### src/lsd_pkg.sv
package lsd_pkg;

  // Store depth used when the top level is not told otherwise.
  localparam int unsigned MAX_CELLS_DEF = 1024;

  // Grid dimensions as written to the registers, and their useful limit.
  localparam int unsigned DIM_W   = 6;
  localparam int unsigned DIM_MAX = 32;

  // A cell count or a deal position never exceeds 32 * 32.
  localparam int unsigned CELLS_W = 11;

  // Generator: x' = 48271 * x mod (2^31 - 1).
  localparam int unsigned           RNG_W      = 31;
  localparam int unsigned           MUL_W      = 16;
  localparam int unsigned           PROD_W     = RNG_W + MUL_W;
  localparam logic [MUL_W-1:0]      LEHMER_MUL = 16'd48271;
  localparam logic [RNG_W-1:0]      LEHMER_MOD = 31'h7FFF_FFFF;

  // Tag kept beside every table entry; a tag equal to the current epoch marks
  // an entry written since the last start.
  localparam int unsigned EPOCH_W = 8;

  // Stream field widths.
  localparam int unsigned SEED_W    = 11;
  localparam int unsigned IDX_OUT_W = 10;
  localparam int unsigned RC_W      = 5;
  localparam int unsigned S_TDATA_W = 16;
  localparam int unsigned M_TDATA_W = 24;

  // Configuration register indices.
  localparam int unsigned           CFG_ADDR_W       = 1;
  localparam logic [CFG_ADDR_W-1:0] REG_GRID_ROWS    = 1'b0;
  localparam logic [CFG_ADDR_W-1:0] REG_GRID_COLUMNS = 1'b1;

  // Request operation codes.
  localparam logic OP_START = 1'b0;

  // Divider: two quotient bits per cycle.
  localparam int unsigned DIV_DVD_W = 32;
  localparam int unsigned DIV_DVS_W = CELLS_W;
  localparam int unsigned DIV_ITER  = DIV_DVD_W / 2;
  localparam int unsigned DIV_CNT_W = $clog2(DIV_ITER);

  typedef struct packed {
    logic                 start;
    logic [DIV_DVD_W-1:0] dividend;
    logic [DIV_DVS_W-1:0] divisor;
  } div_req_t;

  typedef struct packed {
    logic                 done;
    logic [DIV_DVD_W-1:0] quot;
    logic [DIV_DVS_W-1:0] rem;
  } div_rsp_t;

  typedef struct packed {
    logic             start;
    logic [RNG_W-1:0] x;
  } lmr_req_t;

  typedef struct packed {
    logic             done;
    logic [RNG_W-1:0] y;
  } lmr_rsp_t;

endpackage

### src/lsd_lehmer.sv
module lsd_lehmer (
  input  logic              clk_i,
  input  logic              rst_ni,
  input  lsd_pkg::lmr_req_t req_i,
  output lsd_pkg::lmr_rsp_t rsp_o
);

  import lsd_pkg::*;

  logic              prod_vld_q;
  logic [PROD_W-1:0] prod_q;
  logic [PROD_W-1:0] prod_d;
  logic              done_q;
  logic [RNG_W-1:0]  y_q;
  logic [RNG_W-1:0]  y_d;
  logic [RNG_W:0]    fold;

  // Product register: the 31 by 16 bit product.
  assign prod_d = req_i.x * LEHMER_MUL;

  // Result register: 2^31 is one modulo the Mersenne prime, so the high part folds
  // onto the low part and one subtraction finishes the reduction.
  always_comb begin
    fold = (RNG_W+1)'(prod_q[RNG_W-1:0]) + (RNG_W+1)'(prod_q[PROD_W-1:RNG_W]);
    if (fold >= (RNG_W+1)'(LEHMER_MOD)) begin
      y_d = RNG_W'(fold - (RNG_W+1)'(LEHMER_MOD));
    end else begin
      y_d = RNG_W'(fold);
    end
  end

  always_ff @(posedge clk_i or negedge rst_ni) begin
    if (!rst_ni) begin
      prod_vld_q <= 1'b0;
      done_q     <= 1'b0;
    end else begin
      prod_vld_q <= req_i.start;
      done_q     <= prod_vld_q;
    end
  end

  always_ff @(posedge clk_i) begin
    prod_q <= prod_d;
    y_q    <= y_d;
  end

  assign rsp_o.done = done_q;
  assign rsp_o.y    = y_q;

endmodule

### config.mk
export PLATFORM = sky130hd
export DESIGN_NAME = lsd_lehmer
export DESIGN_NICKNAME = d
export VERILOG_FILES = /design/src/lsd_pkg.sv /design/src/lsd_lehmer.sv
export SDC_FILE = /design/constraint.sdc
export NUM_CORES = 1
export LEC_CHECK = 0
export ABC_AREA = 1
export ABC_CLOCK_PERIOD_IN_PS = 2800
export BUFFER_PORTS_ARGS = -buffer_cell sky130_fd_sc_hd__buf_2
export CORE_MARGIN = 4
export CORE_UTILIZATION = 45
export CTS_CLUSTER_DIAMETER = 200
export DETAILED_ROUTE_END_ITERATION = 10
export PLACE_DENSITY = 0.63
export SLEW_MARGIN = 10
export SYNTH_ARGS = -nofsm -noshare
export SYNTH_HDL_FRONTEND = slang
export SYNTH_SLANG_ARGS = --single-unit
### constraint.sdc
create_clock -name clk_i -period 2.8 [get_ports clk_i]
set_clock_uncertainty 0.05 [all_clocks]
set_input_delay 0.42 -clock clk_i [delete_from_list [all_inputs] [get_ports clk_i]]
set_output_delay 0.42 -clock clk_i [all_outputs]
set_load 0.02 [all_outputs]
==> metrics <==
Diodes inserted 0; GRT Overall Usage 24.4%; Synth Area per Inst 7.92 um2; multiplexer area fraction after synthesis 0%; synth warn 0; Fmax 0.198 GHz; Post-layout nets 2,572; Num Clock Sinks 80; crit path max fanout 5; WP data required 3.02 ns; Slew @ Worst Pin 0.646 ns; Worst-path clk slew 0.07 ns; Rows 63; layout cells sized above 1 41.1%; first-pass GRT wire length 64,600 um; Routed WL 41,500 um; DP Area 17,300 um2; dpl ws -2.84 ns; Yosys cell types 41; status finished with violations; worst relative slew slack 56.5%; Fin Setup TNS -71.46 ns; syn nets 2,125; count of state elements after synthesis 80; Worst Hold Class primary input to flip-flop; crit end category flip-flop; Vias/cell 4.87; I/O pin count 66; final hold violations 0; Initial Util 45.5%; Slew Viols, Final 0; worst reg-to-reg setup slack 0.02 ns; RSZ-0062 raised after global routing yes; clock root buffer clkbuf_16; Period Utilization, post-route 180%; Post-Synth Adder-Cell Area 46.4%; Startpoint Class primary input; via count 12,400; wire per inst 16.3 um; chip width 181 um; Synth Area in Simple Gates 18.9%; crit path launch req_i[7]; Post-Synthesis Cell Area 13,500 um2; Post-Synth XOR/XNOR Area 5.61%; DP Wirelength 34,200 um; RR Startpoint prod_q[31]; DIE AREA 32,800 um2; GPL Wtd Cong 0.987; first-iteration detailed-routing DRC count 459; cts bufs inserted 9; initial antenna violation count 0; CORE AREA 29,600 um2; first drt pass iteration count 5; Worst-Skew Late Latency 0.34 ns; Design Area, Final 20,200 um2; port bufs 65; Chip Height 181 um; hold path startpoint req_i[31]; Area growth, synth to finish 49.6%; largest family of logic cells by synthesized area adder cells; H-tree depth 3; largest net degree at the start of global routing 21; fin crit period 5.05 ns; post-synthesis sequential area ratio 11.9%; Worst Path Arrival 5.27 ns; GR Overflow Total 0; fin worst setup slack -2.25 ns; Synth Area in Compound Gates 5.38%; clock buffer depth 2; Final setup viols 42; failing checks negative setup slack; cell count after synthesis 1,702; CTS tree done; vias in the first global route 13,100; Crit Path Category primary input to flip-flop; # DRC 0; antenna viol nets, final 0; MaxCap Viol Count 0
path summary, 6_finish.rpt:
path	cells after the start	endpoint
max in group asynchronous	2	done_q
min in group asynchronous	2	prod_vld_q
max reg2reg	16	y_q[15]
min	1	prod_vld_q
min reg2reg	0	done_q
max	22	prod_q[43]
cells in the final DEF (no fill, tap or decap), types with 11 or more instances in the layout:
master,n
xnor2_1,25
inv_2,71
nand2_4,26
o21ai_0,12
fa_2,25
buf_4,305
xor2_1,35
dfxtp_1,67
nand2_2,51
nand2_1,271
fa_1,161
buf_6,77
a21oi_2,34
nand4_1,19
nand3_2,16
a21oi_1,25
nand3_1,56
ha_4,68
xor2_2,11
nor2_4,22
a21oi_4,13
buf_2,43
inv_1,328
nor2_2,20
ha_1,134
nor2_1,87
stage by stage:
| stage | util, % | hold slack (ns) | instances |
|---|---|---|---|
| after floorplan | - | 0.0744 | 1702 |
| after global placement | 58.3 | 0.155 | 2456 |
| after detailed placement | 58.3 | 0.157 | 2456 |
| after CTS | 64.3 | 0.125 | 2512 |
| after global routing | 68.1 | 0.128 | 2544 |
| final | 68.1 | 0.132 | 2544 |
sequential cells by signal (all words and copies together) (netlist names):
register,count
done_q,1
prod_q,47
prod_vld_q,1
y_q,31
per-layer routing:
metal	routed length, um	GRT usage [%]	vias up
met1	17000	30.0	5918
met2	21600	44.2	273
li1	-	-	6109
met3	1180	2.32	96
met4	1780	9.07	0
met5	0	0	-
cell usage after synthesis, drive strengths merged:
library cell  number  area [um2]
clkinv             1        3.75
nand3             78         423
nand2b             1        6.26
nand4             19         119
a21oi             72         360
a21o               3        22.5
o21a               3        22.5
nor4               1        6.26
or2                1        6.26
o211ai             2        15.0
a211oi             4        30.0
nor3b              1        7.51
nor2             129         499
a31oi              6        37.5
dfxtp             78        1560
ha               203        2540
nand2            349        1340
nor3              12        70.1
dfrtp              2        50.1
and2               3        18.8
buf                4        32.5
o21bai            10        75.1
o21ai             31         155
xor2              48         450
a21boi             1        7.51
inv              408        1530
clkbuf             3        11.3
nand3b             8        60.1
xnor2             35         307
fa               186        3720
logic make-up (layout without fill, tap and decap cells):
family,after synthesis,after routing
buffers and inverters,416,868
adders and majority gates,389,389
DFF,80,80
xor gates and xnor gates,83,83
AOI/OAI and AO/OA,132,132
and+or+nand+nor,602,602
worst max-delay path: stages:
cell	delay [ns]
buf_8	0.11
fa_2	0.59
inv_2	0.04
fa_1	0.47
inv_1	0.05
fa_1	0.45
fa_1	0.49
fa_1	0.51
inv_2	0.04
fa_1	0.49
inv_2	0.05
ha_4	0.29
buf_4	0.13
nand2_4	0.06
nor2_4	0.13
nand3_2	0.12
o21ai_4	0.20
nand2_4	0.10
a31oi_4	0.22
nand2_1	0.09
nand2_1	0.07
xor2_1	0.13
layout make-up:
type                            count  area, um2
Clock buffer                       10        239
Clock inverter                      6       68.8
Fill cell                        2319       9450
Inverter                          409       1580
Multi-Input combinational cell   1206      12500
Sequential cell                    80       1630
Tap cell                          390        488
Timing Repair Buffer              443       3680
timing repair:
item,CTS,global route
gates cloned,0,1
pin swaps,99,104
buffers inserted,42,37
hold buffers,1,0
resized for setup,290,204
endpoints found under the hold margin,2,0
endpoints found under the setup margin,73,72
Power is left out: the tool's default activity adds up to more than one toggle a clock period on the data nets, which glitch-free logic cannot reach.
