==> src/lsd_pkg.sv <==
package lsd_pkg;

  // Store depth used when the top level is not told otherwise.
  localparam int unsigned MAX_CELLS_DEF = 1024;

  // Grid dimensions as written to the registers, and their useful limit.
  localparam int unsigned DIM_W   = 6;
  localparam int unsigned DIM_MAX = 32;

  // A cell count or a deal position never exceeds 32 * 32.
  localparam int unsigned CELLS_W = 11;

  // Generator: x' = 48271 * x mod (2^31 - 1).
  localparam int unsigned           RNG_W      = 31;
  localparam int unsigned           MUL_W      = 16;
  localparam int unsigned           PROD_W     = RNG_W + MUL_W;
  localparam logic [MUL_W-1:0]      LEHMER_MUL = 16'd48271;
  localparam logic [RNG_W-1:0]      LEHMER_MOD = 31'h7FFF_FFFF;

  // Tag kept beside every table entry; a tag equal to the current epoch marks
  // an entry written since the last start.
  localparam int unsigned EPOCH_W = 8;

  // Stream field widths.
  localparam int unsigned SEED_W    = 11;
  localparam int unsigned IDX_OUT_W = 10;
  localparam int unsigned RC_W      = 5;
  localparam int unsigned S_TDATA_W = 16;
  localparam int unsigned M_TDATA_W = 24;

  // Configuration register indices.
  localparam int unsigned           CFG_ADDR_W       = 1;
  localparam logic [CFG_ADDR_W-1:0] REG_GRID_ROWS    = 1'b0;
  localparam logic [CFG_ADDR_W-1:0] REG_GRID_COLUMNS = 1'b1;

  // Request operation codes.
  localparam logic OP_START = 1'b0;

  // Divider: two quotient bits per cycle.
  localparam int unsigned DIV_DVD_W = 32;
  localparam int unsigned DIV_DVS_W = CELLS_W;
  localparam int unsigned DIV_ITER  = DIV_DVD_W / 2;
  localparam int unsigned DIV_CNT_W = $clog2(DIV_ITER);

  typedef struct packed {
    logic                 start;
    logic [DIV_DVD_W-1:0] dividend;
    logic [DIV_DVS_W-1:0] divisor;
  } div_req_t;

  typedef struct packed {
    logic                 done;
    logic [DIV_DVD_W-1:0] quot;
    logic [DIV_DVS_W-1:0] rem;
  } div_rsp_t;

  typedef struct packed {
    logic             start;
    logic [RNG_W-1:0] x;
  } lmr_req_t;

  typedef struct packed {
    logic             done;
    logic [RNG_W-1:0] y;
  } lmr_rsp_t;

endpackage

==> src/lsd_div.sv <==
module lsd_div (
  input  logic              clk_i,
  input  logic              rst_ni,
  input  lsd_pkg::div_req_t req_i,
  output lsd_pkg::div_rsp_t rsp_o
);

  import lsd_pkg::*;

  logic                 busy_q, busy_d;
  logic                 done_q, done_d;
  logic [DIV_CNT_W-1:0] cnt_q, cnt_d;
  logic [DIV_DVD_W-1:0] dvd_q, dvd_d;
  logic [DIV_DVS_W-1:0] rem_q, rem_d;
  logic [DIV_DVS_W-1:0] dvs_q, dvs_d;

  logic [DIV_DVS_W:0]   t1, t2;
  logic                 ge1, ge2;
  logic [DIV_DVS_W-1:0] r1, r2;
  logic [DIV_DVD_W-1:0] d1, d2;

  // Two restoring steps a cycle; the quotient bits shift into the dividend
  // register from below as its bits leave at the top.
  always_comb begin
    t1  = {rem_q, dvd_q[DIV_DVD_W-1]};
    ge1 = t1 >= {1'b0, dvs_q};
    r1  = ge1 ? DIV_DVS_W'(t1 - {1'b0, dvs_q}) : DIV_DVS_W'(t1);
    d1  = {dvd_q[DIV_DVD_W-2:0], ge1};
    t2  = {r1, d1[DIV_DVD_W-1]};
    ge2 = t2 >= {1'b0, dvs_q};
    r2  = ge2 ? DIV_DVS_W'(t2 - {1'b0, dvs_q}) : DIV_DVS_W'(t2);
    d2  = {d1[DIV_DVD_W-2:0], ge2};
  end

  always_comb begin
    busy_d = busy_q;
    done_d = 1'b0;
    cnt_d  = cnt_q;
    dvd_d  = dvd_q;
    rem_d  = rem_q;
    dvs_d  = dvs_q;
    if (req_i.start) begin
      busy_d = 1'b1;
      cnt_d  = '0;
      dvd_d  = req_i.dividend;
      rem_d  = '0;
      dvs_d  = req_i.divisor;
    end else if (busy_q) begin
      dvd_d = d2;
      rem_d = r2;
      cnt_d = cnt_q + DIV_CNT_W'(1);
      if (cnt_q == DIV_CNT_W'(DIV_ITER - 1)) begin
        busy_d = 1'b0;
        done_d = 1'b1;
      end
    end
  end

  always_ff @(posedge clk_i or negedge rst_ni) begin
    if (!rst_ni) begin
      busy_q <= 1'b0;
      done_q <= 1'b0;
      cnt_q  <= '0;
    end else begin
      busy_q <= busy_d;
      done_q <= done_d;
      cnt_q  <= cnt_d;
    end
  end

  always_ff @(posedge clk_i) begin
    dvd_q <= dvd_d;
    rem_q <= rem_d;
    dvs_q <= dvs_d;
  end

  assign rsp_o.done = done_q;
  assign rsp_o.quot = dvd_q;
  assign rsp_o.rem  = rem_q;

  a_rem_below_divisor : assert property (@(posedge clk_i) disable iff (!rst_ni)
    busy_q |-> (rem_q < dvs_q))
    else $error("partial remainder reached the divisor");

  a_done_after_busy : assert property (@(posedge clk_i) disable iff (!rst_ni)
    done_q |-> $past(busy_q))
    else $error("divider finished without running");

  a_start_when_free : assert property (@(posedge clk_i) disable iff (!rst_ni)
    req_i.start |-> (!busy_q && (req_i.divisor != '0)))
    else $error("divider started while busy or with a zero divisor");

endmodule

==> config.mk <==
export PLATFORM = sky130hd
export DESIGN_NAME = lsd_div
export DESIGN_NICKNAME = d
export VERILOG_FILES = /design/src/lsd_pkg.sv /design/src/lsd_div.sv
export SDC_FILE = /design/constraint.sdc
export NUM_CORES = 1
export LEC_CHECK = 0
export ABC_AREA = 1
export BUFFER_PORTS_ARGS = -buffer_cell sky130_fd_sc_hd__buf_2
export CAP_MARGIN = 20
export CORE_UTILIZATION = 50
export CTS_CLUSTER_DIAMETER = 120
export DETAILED_ROUTE_END_ITERATION = 7
export PLACE_DENSITY = 0.81
export SLEW_MARGIN = 10
export SYNTH_ARGS = -nofsm -noshare
export SYNTH_HDL_FRONTEND = slang
export SYNTH_SLANG_ARGS = --single-unit
==> constraint.sdc <==
create_clock -name clk_i -period 8.39 [get_ports clk_i]
set_input_delay 0.4195 -clock clk_i [delete_from_list [all_inputs] [get_ports clk_i]]
set_output_delay 0.4195 -clock clk_i [all_outputs]
set_load 0.005 [all_outputs]
==> flow_metrics.env, run 1 <==
export IMPL_core_area_um2=7370
export IMPL_cellPowerDensity_nw_per_um2=363
export IMPL_cts_root_buf="clkbuf_8"
export IMPL_syn_inst=517
export IMPL_combinationalPowerShare_pct=59.4
export IMPL_multiInputGateArea_um2=1840
export IMPL_post_cts_buffers=0
export IMPL_ys_seq_area_share_pct=42.8
export IMPL_clk_path_buf_depth=2
export IMPL_grt_pass1_wl_mm=16.0
export IMPL_drt_wl_total_mm=9.58
export IMPL_ant_nets=0
export IMPL_seq_power_share_pct=25.3
export IMPL_drt_pass1_iter_count=6
export IMPL_setup_viol=0
export IMPL_gp_congestion=0.920
export IMPL_avgRoutedWirePerCell_um=13.5
export IMPL_cts_sinks=60
export IMPL_grt_max_degree=47
export IMPL_drive_gt1_share_pct=19.1
export IMPL_clock_fmax_mhz=248
export IMPL_ff_latch_area_um2=1660
export IMPL_die_w_um=90.1
export IMPL_timing_rr_start="dvd_q[31]$_DFFE_PP_"
export IMPL_max_cap_violations=0
export IMPL_die_area_um2=8120
export IMPL_cts_max_level=3
export IMPL_first_global_vias=3566
export IMPL_ys_types=32
export IMPL_worst_pin_slew_ns=0.824
export IMPL_cts_clk_slew_worst_paths_ns=0.07
export IMPL_row_count=31
export IMPL_p_leak_nw=2.50
export IMPL_r2r_end="rem_q[4]$_SDFFE_PP0P_"
export IMPL_synth_seq_cells=60
export IMPL_synth_nets=588
export IMPL_post_dp_hpwl_mm=7.28
export IMPL_path_buf_inv=5
export IMPL_tritoncts="done"
export IMPL_critPathMaxFanout=13
export IMPL_drt_iter0_drc=244
export IMPL_maxSlewHeadroom_pct=44.9
export IMPL_worst_r2r_setup_slack_ns=4.36
export IMPL_crit_path_end_kind="flop"
export IMPL_finalHoldViolations=0
export IMPL_p_clk_share_pct=15.4
export IMPL_slew_viol_final=0
export IMPL_cp_depth=24
export IMPL_die_h_um=90.1
export IMPL_cp_cell_sequence="inv_1 -> ha_1 -> fa_1 -> inv_1 -> nand2_1 -> nand2_1 -> nand2_1 -> nand2_1 -> nand3_2 -> nand3_2 -> nand3b_1 -> nand2_1 -> inv_1 -> ha_1 -> inv_1 -> o21ai_0 -> nor2_1 -> nand3_1 -> nand2_1 -> inv_2 -> a21oi_2 -> nand3_1 -> nand3_1 -> nand2_1"
export IMPL_p_sw_w=0.000788
export IMPL_clock_skew_ns=0.0102
export IMPL_min_path_type="in2reg"
export IMPL_endpoint="rem_q[4]$_SDFFE_PP0P_"
export IMPL_critical_path_slowest_cell="fa_1"
export IMPL_status="finished clean"
export IMPL_worstPathRequired_ns=8.62
export IMPL_p_sw_share_pct=47.5
export IMPL_n_antenna_cell=0
export IMPL_drc_errors=0
export IMPL_cts_buffers=9
export IMPL_post_synth_cell_area_avg_um2=7.51
export IMPL_reg2reg_depth=24
export IMPL_netlist_area_um2=3880
export IMPL_startpoint_type="flop"
export IMPL_portBuffers=89
export IMPL_clock_latency_ns=0.35
export IMPL_p_int_w=0.000871
export IMPL_totalPowerFinal_w=0.00166
export IMPL_timing_final_crit_share_pct=48.0
export IMPL_rsz0062_at_grt="no"
export IMPL_cp_arrival_ns=4.26
export IMPL_grt_remaining_overflow=0
export IMPL_cpMostUsedCell="nand2_1"
export IMPL_final_min_clock_period_ns=4.03
export IMPL_antenna_found_initial=0
export IMPL_tns_ns=0
export IMPL_peakVddDrop_mv=0.236
export IMPL_fin_nets=674
export IMPL_fillers=686
export IMPL_cpPeakStageDelay_ns=0.39
export IMPL_cpLargestDelayFamily="simple AND/OR/NAND/NOR gates"
export IMPL_crit_start="dvd_q[31]$_DFFE_PP_"
export IMPL_vias_per_cell=5.11
export IMPL_grtUsageTotal_pct=24.7
export IMPL_finish_utilization_pct=62.1
export IMPL_start_util_pct=52.7
export IMPL_syn_to_final_growth_pct=17.8
export IMPL_vias=3616
export IMPL_ios=90
export IMPL_crit_type="reg2reg"
export IMPL_yosysWarnings=0
## through the flow
stage	cells	hold slack [ns]	instance area (um2)	worst slack, ns
after floorplan	517	0.124	3880	5.12
after global placement	690	0.247	4370	4.62
after detailed placement	690	0.249	4370	4.48
after CTS	707	0.237	4570	4.42
after global routing	707	0.233	4570	4.00
final	707	0.248	4570	4.36
## final cells by class
| cell class | count | share of cell area [%] |
|---|---|---|
| clock inverters | 6 | 1.42 |
| well taps | 99 | 2.71 |
| inverters | 75 | 6.16 |
| multi-input cells | 365 | 40.3 |
| flip-flops and latches | 60 | 36.3 |
| repair buffers | 92 | 10.3 |
| clock buffers | 10 | 2.79 |
## flip-flops by register name, summed over array words and instances, names as in the netlist
name	count
dvd_q	32
dvs_q	11
rem_q	11
cnt_q	4
busy_q	1
done_q	1
## kinds of logic after synthesis
family,share of synthesized area (%)
AND/OR/NAND/NOR,32.0
buffers and inverters,9.76
flip-flops,42.8
AO/OA/AOI/OAI,4.51
adder cells (fa/ha/maj),8.44
XOR/XNOR,2.48
## Yosys cell counts
cell	count	share of area, %
a21boi_0	1	0.19
a21oi_1	12	1.5
a21oi_2	2	0.45
a31oi_1	3	0.48
buf_2	3	0.39
buf_4	2	0.39
buf_6	3	0.87
clkbuf_1	9	0.87
dfrtp_1	6	3.9
dfxtp_1	11	5.7
edfxtp_1	43	33
fa_1	2	1.0
ha_1	23	7.4
inv_1	72	7.0
inv_2	3	0.29
nand2_1	209	20
nand2_2	1	0.16
nand3_1	36	4.6
nand3_2	3	0.77
nand3b_1	1	0.19
nand4_1	16	2.6
nor2_1	26	2.5
nor3_1	3	0.39
nor3_2	1	0.26
nor4_1	1	0.16
o21ai_0	10	1.3
o21ai_1	1	0.13
o21ai_2	1	0.23
o21bai_1	1	0.19
or2_1	1	0.16
xnor2_1	2	0.45
xor2_1	9	2.0
## worst min-delay path by stage
stage             start              endpoint  slack (ns)  cells after the start
5_1_grt        req_i[9]    dvs_q[9]$_DFFE_PP_        0.23                      1
3_3_place_gp     rst_ni      done_q$_DFF_PN0_        0.25                      1
4_1_cts        req_i[3]    dvs_q[3]$_DFFE_PP_        0.24                      1
3_5_place_dp     rst_ni  cnt_q[3]$_DFFE_PN0P_        0.25                      1
6_report       req_i[8]    dvs_q[8]$_DFFE_PP_        0.25                      1
2_1_floorplan    rst_ni      busy_q$_DFF_PN0_        0.12                      0
## cells in the final DEF (no fill, tap or decap), types with 2 or more instances in the layout
master,instances
buf_2,89
inv_1,72
dfrtp_1,6
buf_4,2
nand4_1,16
o21ai_0,10
nand2_1,209
a31oi_1,3
edfxtp_1,43
ha_1,23
nor2_1,26
fa_1,2
clkinvlp_4,3
inv_2,3
nand3_2,3
xor2_1,9
nand3_1,36
dfxtp_1,11
xnor2_1,2
clkbuf_8,9
nor3_1,3
a21oi_1,12
a21oi_2,2
## power groups by stage
stage,sequential (W),clock (W),combinational [W]
5_1_grt,0.000425,0.000270,0.00111
6_report,0.000420,0.000255,0.000985
2_1_floorplan,0.000416,0,0.000771
3_3_place_gp,0.000422,0,0.000936
3_5_place_dp,0.000423,0,0.000961
4_1_cts,0.000418,0.000259,0.000971
## per-layer routing
metal	vias up	GRT usage (%)	routed length (um)
li1	1820	-	-
met4	0	7.80	138
met2	136	40.6	4570
met1	1647	31.5	4190
met3	13	6.94	674
met5	-	0	0
## what timing repair did
| action | in CTS | in global routing |
|---|---|---|
| endpoints found under the hold margin | 6 | 0 |
| hold buffers | 1 | 0 |
| resized for setup | 0 | 0 |
| endpoints found under the setup margin | 0 | 0 |
(Power assumes the default switching activity.)
==> run 2: changes to the inputs <==
==> constraint.sdc (replaced) <==
create_clock -name clk_i -period 3.82 [get_ports clk_i]
set_input_delay 0.191 -clock clk_i [delete_from_list [all_inputs] [get_ports clk_i]]
set_output_delay 0.191 -clock clk_i [all_outputs]
set_load 0.005 [all_outputs]
==> run 2 against run 1 <==
Net effect:
- clock skew rose by 0.0020 ns
- power up 130%
- wire length up 1.4%
- critical endpoint is now rem_q[9]$_SDFFE_PP0P_
- highest routed layer unchanged
==> flow_metrics.env, run 2 (synthesis results as in run 1) <==
export IMPL_status="finished clean"
export IMPL_gp_congestion=0.965
export IMPL_finalHoldViolations=0
export IMPL_max_cap_violations=0
export IMPL_crit_type="reg2reg"
export IMPL_clk_path_buf_depth=2
export IMPL_worst_r2r_setup_slack_ns=0.29
export IMPL_portBuffers=89
export IMPL_cts_buffers=9
export IMPL_cp_arrival_ns=3.76
export IMPL_peakVddDrop_mv=0.441
export IMPL_fin_nets=680
export IMPL_fillers=645
export IMPL_cts_sinks=60
export IMPL_cts_root_buf="clkbuf_8"
export IMPL_combinationalPowerShare_pct=59.9
export IMPL_avgRoutedWirePerCell_um=13.6
export IMPL_p_sw_share_pct=46.7
export IMPL_final_cell_mix="208 x nand2_1, 89 x buf_2, 72 x inv_1, 43 x edfxtp_1, 36 x nand3_1"
export IMPL_die_w_um=90.1
export IMPL_drive_gt1_share_pct=19.9
export IMPL_critical_path_slowest_cell="edfxtp_1"
export IMPL_vias=3679
export IMPL_met3_length_um=589
export IMPL_start_util_pct=52.7
export IMPL_post_dp_cell_area_um2=4400
export IMPL_m1WireLength_mm=4.22
export IMPL_antenna_found_initial=0
export IMPL_syn_to_final_growth_pct=20.1
export IMPL_slew_viol_final=0
export IMPL_cpPeakStageDelay_ns=0.40
export IMPL_path_buf_inv=3
export IMPL_die_h_um=90.1
export IMPL_grt_max_degree=38
export IMPL_cp_cell_sequence="ha_1 -> fa_1 -> inv_1 -> nand2_1 -> nand2_1 -> nand2_1 -> nand2_1 -> nand3_2 -> nand3_4 -> o21ai_1 -> nand2_1 -> inv_1 -> ha_1 -> a21oi_2 -> o21ai_2 -> nand2_1 -> nand3_1 -> nand2_1 -> inv_2 -> a21oi_4 -> nand3_1 -> nand3_1 -> nand2_1"
export IMPL_post_dp_hpwl_mm=7.52
export IMPL_top_register="dvd_q"
export IMPL_fin_area_um2=4660
export IMPL_critPathMaxFanout=10
export IMPL_multiInputGateArea_um2=1880
export IMPL_rsz0062_at_grt="yes"
export IMPL_timing_rr_start="dvs_q[0]$_DFFE_PP_"
export IMPL_final_min_clock_period_ns=3.53
export IMPL_n_antenna_cell=0
export IMPL_ios=90
export IMPL_p_sw_w=0.00179
export IMPL_row_count=31
export IMPL_crit_start="dvs_q[0]$_DFFE_PP_"
export IMPL_min_from="req_i[8]"
export IMPL_wl_met2_mm=4.62
export IMPL_drt_pass1_iter_count=5
export IMPL_grt_pass1_wl_mm=16.5
export IMPL_p_leak_nw=2.54
export IMPL_core_area_um2=7370
export IMPL_crit_path_end_kind="flop"
export IMPL_ant_nets=0
export IMPL_seq_power_share_pct=24.1
export IMPL_top_layer="met4"
export IMPL_maxSlewHeadroom_pct=43.6
export IMPL_drt_wl_total_mm=9.72
export IMPL_mostFrequentLayoutCell="nand2_1"
export IMPL_startpoint_type="flop"
export IMPL_clock_skew_ns=0.0122
export IMPL_grt_remaining_overflow=0
export IMPL_vias_per_cell=5.16
export IMPL_clock_fmax_mhz=283
export IMPL_setup_viol=0
export IMPL_ff_latch_area_um2=1660
export IMPL_drt_iter0_drc=417
export IMPL_timing_final_crit_share_pct=92.4
export IMPL_die_area_um2=8120
export IMPL_cpLargestDelayFamily="simple AND/OR/NAND/NOR gates"
export IMPL_reg_top3="dvd_q x32, dvs_q x11, rem_q x11"
export IMPL_largest_register_ff_count=32
export IMPL_tritoncts="done"
export IMPL_p_clk_share_pct=16.0
export IMPL_cpMostUsedCell="nand2_1"
export IMPL_worst_pin_slew_ns=0.842
export IMPL_cellPowerDensity_nw_per_um2=822
export IMPL_cts_max_level=3
export IMPL_drc_errors=0
export IMPL_cts_clk_slew_worst_paths_ns=0.07
export IMPL_worstPathRequired_ns=4.05
export IMPL_p_int_w=0.00204
export IMPL_grtUsageTotal_pct=25.1
export IMPL_hold_slack_ns=0.0266
export IMPL_min_path_type="in2reg"
export IMPL_clock_latency_ns=0.34
export IMPL_first_global_vias=3647
[run 2: changes by cell type in the layout (fill, tap and decap cells not counted), sizes merged]
cell and change:
buf +5, clkbuf +1, clkinvlp -3, a21oi +1, bufinv +1, clkinv +1
[run 2: power by group through the flow]
stage               Combinational [W]  Sequential [W]  Clock (W)
floorplan                     0.00169        0.000914          0
global placement              0.00208        0.000928          0
detailed placement            0.00214        0.000930          0
CTS                           0.00216        0.000920   0.000617
global route                  0.00258        0.000936   0.000651
finish                        0.00230        0.000924   0.000613
[run 2: routing by layer]
layer	vias up	global-route usage (%)
li1	1832	-
met1	1664	32.0
met2	151	41.7
met3	32	4.57
met4	0	11.2
met5	-	0
[run 2: layout make-up]
| cell class | count | share of cell area (%) |
|---|---|---|
| Tap cell | 99 | 2.66 |
| Sequential cell | 60 | 35.6 |
| Inverter | 75 | 6.04 |
| Clock buffer | 11 | 2.82 |
| Clock inverter | 5 | 1.64 |
| Multi-Input combinational cell | 366 | 40.3 |
| Timing Repair Buffer | 97 | 10.9 |
[run 2: worst paths after layout]
path / end / cells past startpoint
setup / recovery: rem_q[9]$_SDFFE_PP0P_ / 23
min in group asynchronous: cnt_q[1]$_DFFE_PN0P_ / 2
hold / removal: dvs_q[8]$_DFFE_PP_ / 1
max in group asynchronous: cnt_q[0]$_DFFE_PN0P_ / 2
hold reg to reg: cnt_q[3]$_DFFE_PN0P_ / 1
setup reg to reg: rem_q[9]$_SDFFE_PP0P_ / 23
[run 2: per-stage QoR]
| step | cells | TNS, ns | utilization (%) | power [W] | worst slack, ns |
|---|---|---|---|---|---|
| detailed placement | 694 | 0 | 59.7 | 0.00307 | 0.132 |
| global route | 713 | -0.0123 | 63.3 | 0.00417 | -0.0104 |
| floorplan | 517 | 0 | - | 0.00261 | 0.551 |
| global placement | 694 | 0 | 59.7 | 0.00300 | 0.349 |
| finish | 713 | 0 | 63.3 | 0.00384 | 0.290 |
| CTS | 711 | 0 | 62.7 | 0.00370 | 0.0853 |
[run 2: what timing repair did]
item,CTS,global route
resized for setup,0,5
buffers inserted,0,1
hold endpoints to repair,6,0
hold buffers,1,0
endpoints found under the setup margin,0,12
==> run 3: changes to the inputs <==
--- a/config.mk
+++ b/config.mk
@@ -11,6 +11,7 @@
 export CORE_UTILIZATION = 50
 export CTS_CLUSTER_DIAMETER = 120
 export DETAILED_ROUTE_END_ITERATION = 7
+export MAX_ROUTING_LAYER = met4
 export PLACE_DENSITY = 0.81
 export SLEW_MARGIN = 10
 export SYNTH_ARGS = -nofsm -noshare
==> run 3 against run 2 <==
Net effect:
- first-iteration DRC count fell by 22%
- maximum frequency down 2.8%
- combinational power is 2% higher
- sequential share of layout area decreased by 0.15 points
- count of clock-buffer cells in the layout is 2 higher
- wire length rose by 2.2%
- worst setup slack got worse by 0.10 ns
- critical endpoint unchanged
- utilization rose by 0.27 points
- hold slack better by 0.0076 ns
- register-to-register slack lost 0.10 ns
==> flow_metrics.env, run 3 (synthesis results as in run 1) <==
export IMPL_status="finished clean"
export IMPL_die_area_um2=8120
export IMPL_top_register="dvd_q"
export IMPL_start_util_pct=52.7
export IMPL_first_global_vias=3572
export IMPL_vias=3738
export IMPL_top_layer="met4"
export IMPL_max_cap_violations=0
export IMPL_seq_power_share_pct=23.8
export IMPL_n_antenna_cell=0
export IMPL_finalHoldViolations=0
export IMPL_drc_errors=0
export IMPL_clock_latency_ns=0.34
export IMPL_drive_gt1_share_pct=20.5
export IMPL_reg_top3="dvd_q x32, dvs_q x11, rem_q x11"
export IMPL_p_sw_w=0.00182
export IMPL_cts_buffers=9
export IMPL_cpMostUsedCell="nand2_1"
export IMPL_largest_register_ff_count=32
export IMPL_crit_path_end_kind="flop"
export IMPL_m1WireLength_mm=4.17
export IMPL_clock_fmax_mhz=275
export IMPL_die_w_um=90.1
export IMPL_cp_cell_sequence="ha_1 -> fa_1 -> inv_1 -> nand2_1 -> nand2_1 -> nand2_1 -> nand2_1 -> nand3_2 -> nand3_4 -> o21ai_1 -> nand2_1 -> inv_1 -> ha_1 -> a21oi_2 -> o21ai_2 -> nand2_1 -> nand3_1 -> nand2_2 -> inv_2 -> a21oi_4 -> nand3_1 -> nand3_1 -> nand2_1"
export IMPL_cts_max_level=3
export IMPL_peakVddDrop_mv=0.405
export IMPL_core_area_um2=7370
export IMPL_grt_remaining_overflow=0
export IMPL_ios=90
export IMPL_drt_pass1_iter_count=6
export IMPL_setup_viol=0
export IMPL_p_clk_share_pct=15.9
export IMPL_tritoncts="done"
export IMPL_cellPowerDensity_nw_per_um2=827
export IMPL_p_int_w=0.00205
export IMPL_die_h_um=90.1
export IMPL_worst_pin_slew_ns=0.811
export IMPL_fin_area_um2=4680
export IMPL_critical_path_slowest_cell="edfxtp_1"
export IMPL_min_path_type="in2reg"
export IMPL_vias_per_cell=5.24
export IMPL_fin_nets=680
export IMPL_p_sw_share_pct=47.0
export IMPL_critPathMaxFanout=10
export IMPL_worst_r2r_setup_slack_ns=0.19
export IMPL_drt_wl_total_mm=9.93
export IMPL_grtUsageTotal_pct=26.0
export IMPL_ant_nets=0
export IMPL_met3_length_um=790
export IMPL_cts_sinks=60
export IMPL_portBuffers=89
export IMPL_grt_pass1_wl_mm=16.3
export IMPL_post_dp_hpwl_mm=7.40
export IMPL_final_cell_mix="207 x nand2_1, 89 x buf_2, 72 x inv_1, 43 x edfxtp_1, 36 x nand3_1"
export IMPL_wl_met2_mm=4.75
export IMPL_post_dp_cell_area_um2=4400
export IMPL_clk_path_buf_depth=2
export IMPL_worst_slack_ns=0.188
export IMPL_cts_clk_slew_worst_paths_ns=0.07
export IMPL_final_min_clock_period_ns=3.63
export IMPL_grt_max_degree=38
export IMPL_clock_skew_ns=0.0127
export IMPL_p_leak_nw=2.55
export IMPL_antenna_found_initial=0
export IMPL_syn_to_final_growth_pct=20.6
export IMPL_layoutNonFillerInstCount=713
export IMPL_cts_root_buf="clkbuf_8"
export IMPL_cpPeakStageDelay_ns=0.40
export IMPL_worstPathRequired_ns=4.04
export IMPL_row_count=31
export IMPL_crit_type="reg2reg"
export IMPL_avgRoutedWirePerCell_um=13.9
export IMPL_combinationalPowerShare_pct=60.3
export IMPL_gp_congestion=0.975
export IMPL_cp_arrival_ns=3.85
export IMPL_mostFrequentLayoutCell="nand2_1"
export IMPL_startpoint_type="flop"
export IMPL_place_ws_ns=0.0981
export IMPL_drt_iter0_drc=324
export IMPL_slew_viol_final=0
export IMPL_timing_final_crit_share_pct=95.1
export IMPL_placed_cells=694
export IMPL_maxSlewHeadroom_pct=45.7
run 3: worst max-delay path: cells and delay by family, from the launching register on:
| kind | cells | cell delay [ns] |
|---|---|---|
| and+or+nand+nor | 13 | 1.30 |
| adders and majority gates | 3 | 0.98 |
| AOI/OAI and AO/OA | 4 | 0.58 |
| DFF | 1 | 0.40 |
| buffers and inverters | 3 | 0.24 |
run 3: per-layer routing:
metal | up-vias | track usage, %
li1 | 1836 | -
met1 | 1702 | 32.8
met2 | 172 | 41.3
met3 | 28 | 5.92
met4 | 0 | 8.74
met5 | - | -
run 3: final timing paths:
kind                                       startpoint               endpoint  cells past startpoint
max in group asynchronous                      rst_ni   cnt_q[0]$_DFFE_PN0P_                      2
worst min-delay path                        req_i[10]    dvs_q[10]$_DFFE_PP_                      1
worst max-delay path               dvs_q[0]$_DFFE_PP_  rem_q[9]$_SDFFE_PP0P_                     23
worst min register to register  rem_q[7]$_SDFFE_PP0P_  rem_q[7]$_SDFFE_PP0P_                      2
worst max register to register     dvs_q[0]$_DFFE_PP_  rem_q[9]$_SDFFE_PP0P_                     23
min in group asynchronous                      rst_ni   cnt_q[3]$_DFFE_PN0P_                      2
run 3: power groups by stage:
stage | clock, W | sequential [W] | combinational, W
3_3_place_gp | 0 | 0.000929 | 0.00207
3_5_place_dp | 0 | 0.000930 | 0.00213
4_1_cts | 0.000620 | 0.000919 | 0.00215
6_report | 0.000615 | 0.000922 | 0.00234
2_1_floorplan | 0 | 0.000914 | 0.00169
5_1_grt | 0.000652 | 0.000936 | 0.00262
run 3: stage by stage:
step           power [W]  setup TNS (ns)  hold WS, ns  util, %
2_1_floorplan    0.00261               0       -0.105        -
3_3_place_gp     0.00300               0       0.0184     59.7
3_5_place_dp     0.00306               0       0.0215     59.7
4_1_cts          0.00369               0       0.0201     62.8
5_1_grt          0.00421         -0.0145       0.0102     63.5
6_report         0.00387               0       0.0341     63.5
run 3: area by class of cell:
class                      instances  area (um2)
fill                             654        2690
timing repair buffer              97         508
inverter                          75         282
clock buffer                      13         170
clock inverter                     3        43.8
tap                               99         124
multi-input combinational        366        1890
sequential                        60        1660
run 3: repair_timing:
action,in CTS,in global routing
endpoints found under the hold margin,6,0
hold buffers,1,0
endpoints found under the setup margin,0,12
gates resized for setup,0,8
setup buffers,0,1
